File: config.mk
export PLATFORM = sky130hd
export DESIGN_NAME = sxf_fifo
export DESIGN_NICKNAME = d
export VERILOG_FILES = /design/src/design/sxf_pkg.sv /design/src/design/sxf_fifo.sv
export SDC_FILE = /design/constraint.sdc
export NUM_CORES = 1
export LEC_CHECK = 0
export BUFFER_PORTS_ARGS = -buffer_cell sky130_fd_sc_hd__buf_2
export CAP_MARGIN = 20
export CORE_ASPECT_RATIO = 1.5
export CORE_UTILIZATION = 51
export DETAILED_ROUTE_END_ITERATION = 12
export GPL_ROUTABILITY_DRIVEN = 0
export PLACE_DENSITY = 0.81
export SLEW_MARGIN = 10
export SYNTH_ARGS = -nofsm -noshare
export SYNTH_HDL_FRONTEND = slang
export SYNTH_SLANG_ARGS = --single-unit
File: constraint.sdc
create_clock -name clock -period 2.1 [get_ports clock]
set_input_delay 0.525 -clock clock [delete_from_list [all_inputs] [get_ports clock]]
set_output_delay 0.525 -clock clock [all_outputs]
set_load 0.05 [all_outputs]
File: src/design/sxf_pkg.sv
// ----------------------------------------------------------------------------
// sxf_pkg: shared definitions of the Sobel-x RGB filter
// Pixel and sum widths, register defaults, register indexes and the
// configuration bundle passed from the register block to the front end.
// ----------------------------------------------------------------------------
package sxf_pkg;

   localparam int PIX_W          = 8;
   localparam int NUM_CH         = 3;
   localparam int RGB_W          = PIX_W * NUM_CH;
   // top + 2*mid + bottom of three 8-bit values
   localparam int SUM_W          = PIX_W + 2;
   localparam int CLAMP_MAX      = 255;

   localparam int WIDTH_REG_W    = 11;
   localparam int HEIGHT_REG_W   = 16;
   localparam int ROW_W          = HEIGHT_REG_W;

   localparam int MAX_WIDTH_DEF  = 1024;
   localparam int FIFO_DEPTH_DEF = 4;

   localparam logic [WIDTH_REG_W-1:0]  WIDTH_RESET  = 11'd640;
   localparam logic [HEIGHT_REG_W-1:0] HEIGHT_RESET = 16'd480;

   // smallest frame side the window logic supports
   localparam int MIN_SIDE       = 3;

   // register index, taken from the word address
   localparam logic REG_WIDTH    = 1'b0;
   localparam logic REG_HEIGHT   = 1'b1;

   typedef logic [SUM_W-1:0] vsum_type;
   typedef vsum_type [NUM_CH-1:0] vsum3_type;

   typedef struct packed {
      logic [WIDTH_REG_W-1:0]  image_width;
      logic [HEIGHT_REG_W-1:0] image_height;
      logic                    restart;
   } cfg_type;

endpackage

File: src/design/sxf_fifo.sv
// ----------------------------------------------------------------------------
// sxf_fifo: small queue between front end and back end
// Register-based first-in first-out buffer with a fill count.
// ----------------------------------------------------------------------------
module sxf_fifo #(
   parameter int DATA_W = 36,
   parameter int DEPTH  = sxf_pkg::FIFO_DEPTH_DEF
) (
   input  logic              clock,
   input  logic              reset,
   input  logic              push_valid,
   output logic              push_ready,
   input  logic [DATA_W-1:0] push_data,
   output logic              pop_valid,
   input  logic              pop_ready,
   output logic [DATA_W-1:0] pop_data
);

   localparam int PW   = (DEPTH > 1) ? $clog2(DEPTH) : 1;
   localparam int CNTW = $clog2(DEPTH + 1);

   logic [DATA_W-1:0] entry_ff [DEPTH];
   logic [PW-1:0]     wr_ptr_ff, wr_ptr_in;
   logic [PW-1:0]     rd_ptr_ff, rd_ptr_in;
   logic [CNTW-1:0]   count_ff, count_in;
   logic              do_push, do_pop;

   assign push_ready = (count_ff != CNTW'(DEPTH));
   assign pop_valid  = (count_ff != '0);
   assign pop_data   = entry_ff[rd_ptr_ff];
   assign do_push    = push_valid && push_ready;
   assign do_pop     = pop_valid && pop_ready;

   always_comb begin
      wr_ptr_in = wr_ptr_ff;
      rd_ptr_in = rd_ptr_ff;
      count_in  = count_ff;
      if (do_push) begin
         wr_ptr_in = (wr_ptr_ff == PW'(DEPTH - 1)) ? '0 : wr_ptr_ff + PW'(1);
      end
      if (do_pop) begin
         rd_ptr_in = (rd_ptr_ff == PW'(DEPTH - 1)) ? '0 : rd_ptr_ff + PW'(1);
      end
      if (do_push && !do_pop) begin
         count_in = count_ff + CNTW'(1);
      end else if (do_pop && !do_push) begin
         count_in = count_ff - CNTW'(1);
      end
   end

   always_ff @(posedge clock) begin
      if (reset) begin
         wr_ptr_ff <= '0;
         rd_ptr_ff <= '0;
         count_ff  <= '0;
      end else begin
         wr_ptr_ff <= wr_ptr_in;
         rd_ptr_ff <= rd_ptr_in;
         count_ff  <= count_in;
      end
   end

   always_ff @(posedge clock) begin
      if (do_push) begin
         entry_ff[wr_ptr_ff] <= push_data;
      end
   end

endmodule

# Yosys cells after proc, flatten, opt, wreduce, memory -nomap -nowiden
# Memories as Yosys holds them, arrays and structs flattened. A register that Yosys moved wholly into a read port is not among the register bits.
# Index checks and enable logic that the tools add are counted.
dict set report word_totals {
  ff_bits 7
  latch_bits 0
  ramBits 144
  mem_bits_ro 0
  output_inout_bits 38
  wordCells 27
  n_memories 1
}
dict set report op_classes {
  add_sub_neg 4
  n_mul 0
  n_div 0
  order_cmp 0
  n_eq_ne 3
  shifts 0
  n_mux 8
  bitwise 0
  reduce_logical 8
}
# name words width rd rd_ports_with_merged_regs write_ports line_no
set memory_table {}
lappend memory_table {entry_ff 4 36 1 1 1 sxf_fifo.sv:22} ;# logic [DATA_W-1:0] entry_ff [DEPTH];
# cell count
set ops {}
lappend ops {{2-bit two-way mux} 4}
lappend ops {{3-bit two-way mux} 2}
lappend ops {{2-bit by 1-bit adder with 2-bit output (second input constant)} 2}
lappend ops {{2-bit == test (second input constant)} 2}
lappend ops {{1-bit logical AND} 4}
lappend ops {{3-bit by 1-bit adder with 3-bit output (second input constant)} 1}
lappend ops {{3-bit inequality test (second input constant)} 1}
lappend ops {{3-bit nonzero test} 1}
lappend ops {{3-bit by 1-bit subtractor with 3-bit output (second input constant)} 1}
lappend ops {{1-bit zero test} 2}
lappend ops {{1-bit two-way mux} 2}
lappend ops {{2-bit nonzero test} 1}

# Logic depth before layout (Yosys ltp)
dict set report depth {
  depth_word 6
  depth_mapped 9
}

# Worst setup path before layout
# OpenSTA, ideal clock, no wires.
dict set report synth_timing {
  path_type {register to register}
  start {register count_ff[0]}
  end {register count_ff[2]}
  t_arrival_ps 2314
  required_time_ps 2030
  path_slack_ps -284
  stages_incl_launch_ff 10
  n_path_buf 1
  synth_period_minus_slack_ps 2384
  cell_sequence {dfxtp_1 or3b_1 clkbuf_2 and2_4 ha_1 inv_1 fa_1 xor2_1 or3_2 a21oi_1}
}
dict set report synth_between {
  elab_chain_cells 5
  elab_cells_between_ends 13
}
# element line_no
set synth_rtl {}
lappend synth_rtl {{start, declared} sxf_fifo.sv:25} ;# logic [CNTW-1:0] count_ff, count_in;
lappend synth_rtl {{start signal, assigned} sxf_fifo.sv:59} ;# count_ff <= count_in;
lappend synth_rtl {{3-bit inequality test (*)} sxf_fifo.sv:28} ;# assign push_ready = (count_ff != CNTW'(DEPTH));
lappend synth_rtl {{named net push_ready} sxf_fifo.sv:12} ;# output logic push_ready,
lappend synth_rtl {{1-bit logical AND (*)} sxf_fifo.sv:31} ;# assign do_push = push_valid && push_ready;
lappend synth_rtl {{named net do_push} sxf_fifo.sv:26} ;# logic do_push, do_pop;
lappend synth_rtl {{1-bit zero test} sxf_fifo.sv:46} ;# end else if (do_pop && !do_push) begin
lappend synth_rtl {{1-bit logical AND} sxf_fifo.sv:46}
lappend synth_rtl {{2-bit nonzero test (no line)} --}
# The timed path passes the listed nets; every way through them passes the cells marked *. The select of a mux whose other input is x is not followed.
# A chain may end at the register's enable or synchronous reset.

==> metrics.md <==
| Metric | Value |
|---|---|
| CP required | `1.57 ns` |
| Distinct cells, synth | `27` |
| Inserted Diodes | `0` |
| Drt total wl | `9480 microns` |
| I/O pin total | `78` |
| Sequential area share after synthesis | `79.5%` |
| CP delay by family, top | `multiplexers` |
| Hold/Removal Path Class | `input pin to flop` |
| Drc violations | `0` |
| Worst VDD drop | `1.07 mV` |
| Finished layout cell area | `0.00714 sq mm` |
| Combinational Power Share | `30.6%` |
| Row count | `46` |
| First-pass GRT wire length | `14700 microns` |
| Final-report max-slew violation count | `0` |
| TritonCTS Sinks | `153` |
| Largest area contributor in the netlist | `edfxtp_1` |
| Post-Syn Nets | `283` |
| Worst hold path cell count | `1` |
| Initial DRC count | `118` |
| Top cells by area, synth | `edfxtp_1, mux4_2, dfxtp_1` |
| P&R area growth vs syn | `26.1%` |
| Hold Buf Count CTS | `0` |
| Worst r2r src | `count_ff[2]` |
| Grt ovf | `0` |
| Post-Synthesis Cells | `236` |
| Placed cell count | `451` |
| TNS Setup | `-4.41 ns` |
| Register bit total from synthesis | `153` |
| Startpoint Class | `flop` |
| Slew @ Worst Pin | `0.983 ns` |
| Flop pwr share | `38.8%` |
| Setup CP Type | `flop to output port` |
| Final Non-Filler Cells | `483` |
| Crit-path max cell delay | `0.54 ns` |
| GRT Total Usage | `18.4%` |
| Global-route met1 utilization | `21.0%` |
| Final hold vios | `0` |
| Top cell type's share of synthesized area | `76.4%` |
| Failing checks | `setup timing` |
| Buffers and inverters on the worst path | `2` |
| Yosys Warn Count | `0` |
| Vias in the first global route | `2858` |
| R2R Path End | `count_ff[2]` |
| Die span in x | `88.0 microns` |
| CP Depth | `3` |
| Slowest cell on the critical path | `mux4_2` |
| Worst Clk Skew | `0.00559 ns` |
| Crit. End Element | `output port` |
| PortBufs | `77` |
| Pre-antenna DRT Iters | `4` |
| Wire length per cell | `19.6 microns` |
| Crit path setup slack, layout | `-0.145 ns` |
| Max Freq | `0.445 GHz` |
| Worst-case clock buffer depth | `2` |
| Starting density of the core | `52.9%` |
| Most Crowded Layer GR | `met2` |
| RSZ-0062 raised after global routing | `true` |
| Met3 Usage GRT | `7.01%` |
| Core Util, Final | `66.7%` |
| Sw frac | `30.7%` |
| Final cycle utilization of the critical path | `107%` |
| NetSw | `0.00305 W` |
| GR Layer Usage met2 | `31.2%` |
| Root Buffer | `clkbuf_16` |
| Final setup fails | `36` |
| Total number of vias | `2603` |
| Crit path capture | `pop_data[5]` |
| Worst skew pair latency | `0.41 ns` |
| Die height | `131 microns` |
| Worst-path maximum fanout | `13` |
| # nets final | `375` |
| ANT nets after route | `0` |
| CTS buffer count | `17` |
| Post-DP Area | `0.00628 sq mm` |
| Worst Path Arrival | `1.72 ns` |
| Core area | `0.0107 sq mm` |
| CTS tree | `done` |
| Outcome | `finished with violations` |
| Clock group share of total power | `30.5%` |
| H-tree depth | `4` |
| Worst r2r path cells | `8` |
| Share of cells above drive strength 1 | `48.4%` |
| Min Tclk post-route | `2.25 ns` |
| DP Wirelength | `5510 microns` |
| Worst-path cell chain | `buf_12, mux4_2, buf_6` |
| Synthesized area per cell | `24.0 sq um` |
| Largest net degree at the start of global routing | `37` |
| Leak pwr | `2.45 nW` |
| Pint | `0.00691 W` |
| Power consumption | `0.00996 W` |
| Worst-path clk slew | `0.06 ns` |
| Maxcap violations | `0` |
| Initial antenna violation count | `3` |
| Cell Area, Synth | `0.00566 sq mm` |
| Rel. slew slack | `34.5%` |
| Die area | `0.0115 sq mm` |
| Vias/cell | `5.39` |
| R2R setup slack | `0.07 ns` |
| Pwr/cell area | `1390 mW/mm^2` |
==> area by class of cell <==
type / instances / area [sq um]
sequential: 153 / 4520
fill: 693 / 3560
multi-input combinational: 70 / 1130
timing repair buffer: 83 / 713
clock buffer: 19 / 433
tap: 144 / 180
clock inverter: 11 / 155
inverter: 3 / 11.3
==> registers in the layout, summed over array words and instances (netlist names), named ones only <==
name	cells
wr_ptr_ff	2
count_ff	3
entry_ff	144
rd_ptr_ff	2
==> timing repair <==
item	in CTS	in global routing
setup endpoints to repair	37	37
resized for setup	76	1
hold endpoints to repair	0	0
gates cloned	1	0
buffers inserted	0	1
pin swaps	0	1
==> cells by family after synthesis <==
kind of cell | Yosys count | share of synthesized area (%)
DFF | 153 | 79.5
AOI/OAI and AO/OA | 5 | 0.619
xor gates and xnor gates | 2 | 0.309
and+or+nand+nor | 17 | 1.88
adders and majority gates | 7 | 1.68
buffers and inverters | 13 | 1.13
muxes | 39 | 14.8
==> synth_stat cells, drive strengths merged <==
master and count:
edfxtp 144, mux4 36, dfxtp 9, buf 7
ha 6, and3 4, clkbuf 3, inv 3
mux2i 3, nor2 3, or3 3, a21oi 2
nand2b 2, o31ai 2, xor2 2, and2 1
fa 1, nand2 1, nand3 1, nor3 1
o21ai 1, or3b 1
==> power groups by stage <==
stage          registers (W)  clock network [W]  logic (W)
2_1_floorplan        0.00385                  0    0.00209
3_3_place_gp         0.00388                  0    0.00261
3_5_place_dp         0.00391                  0    0.00264
4_1_cts              0.00387            0.00308    0.00309
5_1_grt              0.00390            0.00321    0.00323
6_report             0.00387            0.00304    0.00305
==> per-stage QoR <==
stage	setup slack, ns	hold slack, ns
floorplan	0.0700	0.463
global placement	0.0825	0.486
detailed placement	-0.0526	0.507
CTS	-0.177	0.312
global route	-0.207	0.307
finish	-0.145	0.329
==> per-layer routing <==
| layer | vias to the layer above | wire length, microns |
|---|---|---|
| met4 | 6 | 152 |
| met3 | 20 | 438 |
| met2 | 74 | 5170 |
| met5 | - | 35 |
| met1 | 1328 | 3680 |
| li1 | 1175 | - |
==> worst min-delay path by stage <==
| stage | start | endpoint |
|---|---|---|
| finish | push_data[30] | entry_ff[3][30] |
| global route | push_data[26] | entry_ff[2][26] |
| CTS | push_data[26] | entry_ff[1][26] |
| detailed placement | rd_ptr_ff[0] | flop |
| global placement | count_ff[2] | count_ff[2] |
| floorplan | rd_ptr_ff[0] | flop |
==> layout by cell type, fill, tap and decap left out, types with 2 or more instances in the layout <==
cell and instances:
edfxtp_1 144, buf_2 41, mux4_2 36, buf_6 36, clkbuf_16 17, ha_1 5
and3_2 4, clkinv_2 4, bufinv_16 4, dfxtp_1 4, nor2_1 3, mux2i_1 3
dfxtp_2 3, buf_12 3, inv_1 2, xor2_1 2, nand2b_1 2, dfxtp_4 2
clkbuf_1 2, clkinv_1 2, buf_4 2
(Power assumes the default switching activity.)
