File: config.mk
export PLATFORM = sky130hd
export DESIGN_NAME = sxf_front
export DESIGN_NICKNAME = d
export VERILOG_FILES = /design/src/design/sxf_pkg.sv /design/src/design/sxf_front.sv
export SDC_FILE = /design/constraint.sdc
export NUM_CORES = 1
export LEC_CHECK = 0
export ABC_AREA = 0
export CAP_MARGIN = 20
export CORE_UTILIZATION = 25
export DETAILED_ROUTE_END_ITERATION = 8
export DONT_BUFFER_PORTS = 1
export GPL_TIMING_DRIVEN = 0
export PLACE_DENSITY = 0.36
export SKIP_CTS_REPAIR_TIMING = 1
export SLEW_MARGIN = 20
export SYNTH_ARGS = -nofsm -noshare
export SYNTH_HDL_FRONTEND = slang
export SYNTH_SLANG_ARGS = --single-unit
File: constraint.sdc
create_clock -name clock -period 3.6 [get_ports clock]
set_clock_uncertainty 0.1 [all_clocks]
set_input_delay 0.54 -clock clock [delete_from_list [all_inputs] [get_ports clock]]
set_output_delay 0.54 -clock clock [all_outputs]
set_load 0.02 [all_outputs]
File: src/design/sxf_pkg.sv
// ----------------------------------------------------------------------------
// sxf_pkg: shared definitions of the Sobel-x RGB filter
// Pixel and sum widths, register defaults, register indexes and the
// configuration bundle passed from the register block to the front end.
// ----------------------------------------------------------------------------
package sxf_pkg;

   localparam int PIX_W          = 8;
   localparam int NUM_CH         = 3;
   localparam int RGB_W          = PIX_W * NUM_CH;
   // top + 2*mid + bottom of three 8-bit values
   localparam int SUM_W          = PIX_W + 2;
   localparam int CLAMP_MAX      = 255;

   localparam int WIDTH_REG_W    = 11;
   localparam int HEIGHT_REG_W   = 16;
   localparam int ROW_W          = HEIGHT_REG_W;

   localparam int MAX_WIDTH_DEF  = 1024;
   localparam int FIFO_DEPTH_DEF = 4;

   localparam logic [WIDTH_REG_W-1:0]  WIDTH_RESET  = 11'd640;
   localparam logic [HEIGHT_REG_W-1:0] HEIGHT_RESET = 16'd480;

   // smallest frame side the window logic supports
   localparam int MIN_SIDE       = 3;

   // register index, taken from the word address
   localparam logic REG_WIDTH    = 1'b0;
   localparam logic REG_HEIGHT   = 1'b1;

   typedef logic [SUM_W-1:0] vsum_type;
   typedef vsum_type [NUM_CH-1:0] vsum3_type;

   typedef struct packed {
      logic [WIDTH_REG_W-1:0]  image_width;
      logic [HEIGHT_REG_W-1:0] image_height;
      logic                    restart;
   } cfg_type;

endpackage

File: src/design/sxf_front.sv
// ----------------------------------------------------------------------------
// sxf_front: pixel intake and position tracking
// Accepts pixels, tracks column and row, tags each pixel with whether it
// completes an interior window and whether that window ends the frame.
// ----------------------------------------------------------------------------
module sxf_front #(
   parameter int MAX_WIDTH = sxf_pkg::MAX_WIDTH_DEF,
   parameter int CW        = $clog2(MAX_WIDTH),
   parameter int ENTRY_W   = sxf_pkg::RGB_W + CW + 2
) (
   input  logic                              clock,
   input  logic                              reset,
   input  sxf_pkg::cfg_type                  cfg,
   input  logic                              req_valid,
   output logic                              req_ready,
   input  logic [sxf_pkg::PIX_W-1:0]         req_red_in,
   input  logic [sxf_pkg::PIX_W-1:0]         req_green_in,
   input  logic [sxf_pkg::PIX_W-1:0]         req_blue_in,
   output logic                              push_valid,
   input  logic                              push_ready,
   output logic [ENTRY_W-1:0]                push_data
);

   logic [CW-1:0]             col_ff, col_in;
   logic [sxf_pkg::ROW_W-1:0] row_ff, row_in;
   logic [CW-1:0]             col_last;
   logic [sxf_pkg::ROW_W-1:0] row_last;
   logic                      accept;
   logic                      emit;
   logic                      frame_end;

   // effective last column and row after clamping the registers
   always_comb begin
      if (int'(cfg.image_width) < sxf_pkg::MIN_SIDE) begin
         col_last = CW'(sxf_pkg::MIN_SIDE - 1);
      end else if (int'(cfg.image_width) > MAX_WIDTH) begin
         col_last = CW'(MAX_WIDTH - 1);
      end else begin
         col_last = CW'(cfg.image_width - 11'd1);
      end
      if (int'(cfg.image_height) < sxf_pkg::MIN_SIDE) begin
         row_last = sxf_pkg::ROW_W'(sxf_pkg::MIN_SIDE - 1);
      end else begin
         row_last = cfg.image_height - 16'd1;
      end
   end

   assign req_ready  = push_ready;
   assign push_valid = req_valid;
   assign accept     = req_valid && push_ready;

   assign emit      = (row_ff >= sxf_pkg::ROW_W'(2)) && (col_ff >= CW'(2));
   assign frame_end = (row_ff == row_last) && (col_ff == col_last);
   assign push_data = {frame_end, emit, col_ff, req_blue_in, req_green_in, req_red_in};

   always_comb begin
      col_in = col_ff;
      row_in = row_ff;
      if (cfg.restart) begin
         col_in = '0;
         row_in = '0;
      end else if (accept) begin
         if (col_ff == col_last) begin
            col_in = '0;
            row_in = (row_ff == row_last) ? '0 : row_ff + sxf_pkg::ROW_W'(1);
         end else begin
            col_in = col_ff + CW'(1);
         end
      end
   end

   always_ff @(posedge clock) begin
      if (reset) begin
         col_ff <= '0;
         row_ff <= '0;
      end else begin
         col_ff <= col_in;
         row_ff <= row_in;
      end
   end

endmodule

* After elaboration in Yosys (flattened, before gate mapping)
Cells that the tools add are included.
Cells by class: mux-type cells 5, reduce and logical (&&, ||, !) cells 5, order comparisons 5, eq/ne operators 2, $add $sub $neg 4
Operator list (count):
- $mux W16 | 2
- $mux W10 | 3
- $add A16 B1 Y16 const B | 1
- $eq A16 B16 Y1 | 1
- $ge A16 B2 Y1 const B | 1
- $lt A16 B2 Y1 const B | 1
- $sub A16 B1 Y16 const B | 1
- $gt A11 B11 Y1 const B | 1
- $lt A11 B2 Y1 const B | 1
- $add A10 B1 Y10 const B | 1
- $eq A10 B10 Y1 | 1
- $ge A10 B2 Y1 const B | 1
- $sub A10 B1 Y10 const B | 1
- $logic_and A1 B1 Y1 | 3
- $reduce_and A2 Y1 | 1
- $reduce_or A2 Y1 | 1
Word-level totals: output and inout port bits 38, logic and storage cells 23, bits of input ports 56, register bits after elaboration 26

* Logic depth before layout (Yosys ltp)
depth in word-level cells 5, mapped depth 14, mapped depth without buffers 10

* Worst setup path before layout
Ideal clock, no wire load.
kind input -> register, start input cfg[17] (netlist name), end register row_ff[8] (netlist name), path slack -0.273 ns, required time 3.369 ns, buffers on the path 3, setup time 0.131 ns, data arrival time 3.643 ns, cell stages on the path 13, path through buf_6 -> inv_1 -> ha_1 -> or4b_1 -> clkbuf_1 -> o21a_1 -> o41ai_1 -> a21bo_2 -> or4_4 -> or4_1 -> clkbuf_1 -> a22oi_1 -> o41ai_1
On the way: longest elaborated chain between the ends 5, elaborated cells on any way between the ends 7, those cells by class 1 x add/sub; 2 x order compare; 1 x eq/ne; 2 x mux; 1 x reduce/logical
RTL lines:
- from (decl) | line sxf_front.sv:13 | input sxf_pkg::cfg_type cfg,
- $sub A10 B1 Y10 or $gt A11 B11 Y1 (tied branches) | line sxf_front.sv:39, sxf_front.sv:36
- $mux W10 | line sxf_front.sv:36 | end else if (int'(cfg.image_width) > MAX_WIDTH) begin
- $mux W10 (*) | line sxf_front.sv:34 | if (int'(cfg.image_width) < sxf_pkg::MIN_SIDE) begin
- $eq A10 B10 Y1 (*) | line sxf_front.sv:63 | if (col_ff == col_last) begin
- $reduce_and A2 Y1 (no line) (*)
- to (signal assigned) | line sxf_front.sv:78 | row_ff <= row_in;
- to (decl) | line sxf_front.sv:25 | logic [sxf_pkg::ROW_W-1:0] row_ff, row_in;
Every way passes the cells marked *; elsewhere a longest branch is shown, timed or not. A chain may end at the register's enable or synchronous reset.

* Final worst setup path
start input cfg[17] (netlist name), end output push_data[35]
On the way: longest elaborated chain between the ends 5, elaborated cells on any way between the ends 7, those cells by class 1 x add/sub; 2 x order compare; 1 x eq/ne; 2 x mux; 1 x reduce/logical
RTL lines:
- $sub A10 B1 Y10 or $gt A11 B11 Y1 (tied branches) | line sxf_front.sv:39, sxf_front.sv:36
- $mux W10 | line sxf_front.sv:36
- $mux W10 (*) | line sxf_front.sv:34
- $eq A10 B10 Y1 (*) | line sxf_front.sv:53 | assign frame_end = (row_ff == row_last) && (col_ff == col_last);
- $logic_and A1 B1 Y1 (*) | line sxf_front.sv:53
- to (decl) | line sxf_front.sv:21 | output logic [ENTRY_W-1:0] push_data
Marked as above.

==> metrics.md <==
| Metric | Value |
|---|---|
| Routed via count | 3290 |
| Die Y | 114 um |
| Fin worst setup slack | -170 ps |
| Rows | 40 |
| Die Wd | 114 um |
| Post-Syn Area per Cell | 7.40 um2 |
| Maximum vdd drop | 0.000137 V |
| PD cells | 212 nW/um2 |
| Crit Path Class | input port to output port |
| First-pass GRT wire length | 16.1 mm |
| Critical path startpoint category | input port |
| Synth Flop Type | dfxtp_1 |
| CORE AREA | 12200 um2 |
| Crit path cell chain | buf_12, clkinv_8, ha_4, or4b_4, o31ai_4, and4_1, nor2_1, a2111oi_2, and4_1, nand2_2, nor4bb_4, buf_4 |
| Failing checks | negative setup slack |
| Period minus WS final | 3770 ps |
| Placer Congestion | 0.862 |
| Critical Path RT | 2960 ps |
| Achievable frequency | 265 MHz |
| Worst Path Max Fanout | 5 |
| Crit-path slowest cell | or4b_4 |
| Synth unique cells | 67 |
| Total gr overflow | 0 |
| Hold Vio Cnt, Final | 0 |
| Total GRT Usage | 15.7% |
| Least-Margin Pin Slew | 908 ps |
| Slew Viols, Final | 0 |
| DRT iter0 DRCs | 151 |
| Critical Path End Type | output port |
| Slew HR | 38.7% |
| Fin Hold WS | 484 ps |
| Worst setup path start | cfg[17] |
| Nets | 505 |
| CP arrival | 3130 ps |
| Post-route DRC | 0 |
| Clock root buffer | clkbuf_16 |
| Unrepaired setup endpoints after global routing | true |
| Initial core utilization | 25.9% |
| Post-synth EDFFs | 0 |
| TritonCTS clock tree | built |
| DRT Pass-1 Iters | 6 |
| Antenna violations before repair | 0 |
| Routed WL | 10.4 mm |
| Ant diodes | 0 |
| RR Startpoint | col_ff[6] |
| Final HPWL DP | 8.06 mm |
| Final Non-Filler Cells | 609 |
| H-tree levels | 1 |
| Num ports | 94 |
| Number of global-route vias before repair | 2992 |
| Worst min path class | register to register |
| Worst Hold Launch | row_ff[14] |
| Max cap viols | 0 |
| Via density | 5.40 |
| CTS sink count | 26 |
| Crit path largest cell delay | 510 ps |
| CTS clock-pin slew for the worst setup and hold paths | 70 ps |
| Largest net degree at the start of global routing | 16 |
| LEAKAGE | 0.00128 uW |
| Family with the most delay on the worst path | simple AND/OR/NAND/NOR gates |
| Mapped Cells | 426 |
| Yosys synthesis warning count | 0 |
| Clock buffer depth | 2 |
| Total CTS buffers | 3 |
| Syn nets | 489 |
| Most frequent CP cell | and4_1 |
| Final Util | 31.2% |
| Mapped Area | 3150 um2 |
| Outcome | complete, but fails checks |
| WL/cell | 17.1 um |
| Final worst path period share | 105% |
| Endpoints failing setup | 1 |
| Synthesized flop and latch total | 26 |
| Post-placement cell count | 594 |
| Post-route ant nets | 0 |
| Share of layout cells above drive strength 1 | 21.1% |
| Ys async rst share | 0% |
| Seq/Total Area, Yosys | 16.5% |
| Worst-Skew Late Latency | 260 ps |
| Worst path buffer plus inverter count | 3 |
| Synth-to-layout area growth | 20.1% |
| PortBufs | 0 |
| Die area | 13100 um2 |
## routing by layer
layer | GRT usage (%) | part of all wire (%) | vias to the layer above
met1 | 20.8 | 47 | 1548
met4 | 3.46 | 1.6 | 0
met5 | 0 | 0 | -
li1 | - | - | 1626
met3 | 3.02 | 5.6 | 13
met2 | 26.3 | 46 | 103
## flip-flops by register name, indices dropped and copies added (netlist names)
register	count
row_ff	16
col_ff	10
## worst min-delay path: cells and delay by family, from the launching register on
| family | cells | cell delay, ps |
|---|---|---|
| AOI/OAI and AO/OA | 2 | 150 |
| DFF | 1 | 380 |
## final timing paths
check | end | slack [ps] | cells after the start
worst min register to register | row_ff[14] | 480 | 2
worst min-delay path | row_ff[14] | 480 | 2
worst max register to register | row_ff[9] | 540 | 9
worst max-delay path | push_data[35] | -170 | 12
## power by group
| group | switching [uW] | internal (uW) |
|---|---|---|
| sequential | 2.03 | 288 |
| clock | 116 | 222 |
| combinational | 99.3 | 78.1 |
## cells in the final DEF (no fill, tap or decap), types with 6 or more instances in the layout
master and count:
nand2_1 18, nor2_1 34, xor2_1 13, or4_1 11, xnor2_1 13, nor3_1 12
and3_1 9, nand4_1 11, dfxtp_1 26, mux2i_1 6, and2_1 7, inv_1 14
or3_1 6, o31ai_1 11, a21oi_1 12, or2_2 6, a32oi_1 7, o21ai_0 12
nor4_1 9, buf_4 42, clkbuf_1 19, nand3_1 18, ha_1 6
## kinds of logic (layout without fill, tap and decap cells)
kind of cell	after synthesis	in the layout	synth area share (%)
mux	7	7	2.38
xor+xnor	27	27	7.93
simple gates	186	186	34.1
compound gates	100	100	23.6
flops	26	26	16.5
buf+inv	73	88	12.7
fa+ha+maj	7	7	2.78
## synthesized netlist by cell type, drive strengths merged (4+ instances only)
library cell  number  area share [%]
a211oi             4            0.95
a21oi             12             1.9
a22oi              4            0.95
a31oi              4            0.79
a32oi              7             1.9
a41oi              4             1.1
and2               7             1.4
and3               9             1.8
and4               5             1.4
buf               34             8.1
clkbuf            24             2.9
dfxtp             26              17
ha                 7             2.8
inv               15             1.8
mux2i              6             1.9
nand2             19             2.3
nand2b             5            0.99
nand3             18             2.9
nand4             11             2.2
nor2              34             4.0
nor2b              5            0.99
nor3              14             2.2
nor4              15             3.0
o21ai             18             2.9
o31ai             12             3.3
or2                7             1.4
or3                7             1.4
or4               16             4.0
xnor2             13             3.6
xor2              13             3.6
## layout make-up
type / instances / area, um2
tap: 168 / 210
fill: 1339 / 8370
buffer: 55 / 353
multi-input combinational: 327 / 2410
inverter: 15 / 68.8
sequential: 26 / 520
clock buffer: 3 / 75.1
timing repair buffer: 14 / 123
clock inverter: 1 / 30.0
## per-stage QoR
| step | cell area [um2] | worst slack [ps] | TNS, ps | power [uW] |
|---|---|---|---|---|
| after floorplan | 3210 | -152 | -1240 | 430 |
| after CTS | 3530 | -614 | -1970 | 800 |
| after global placement | 3420 | -614 | -7600 | 460 |
| final | 3790 | -170 | -170 | 805 |
| after global routing | 3790 | -327 | -798 | 841 |
| after detailed placement | 3420 | -613 | -7220 | 459 |
(Power assumes the default switching activity.)
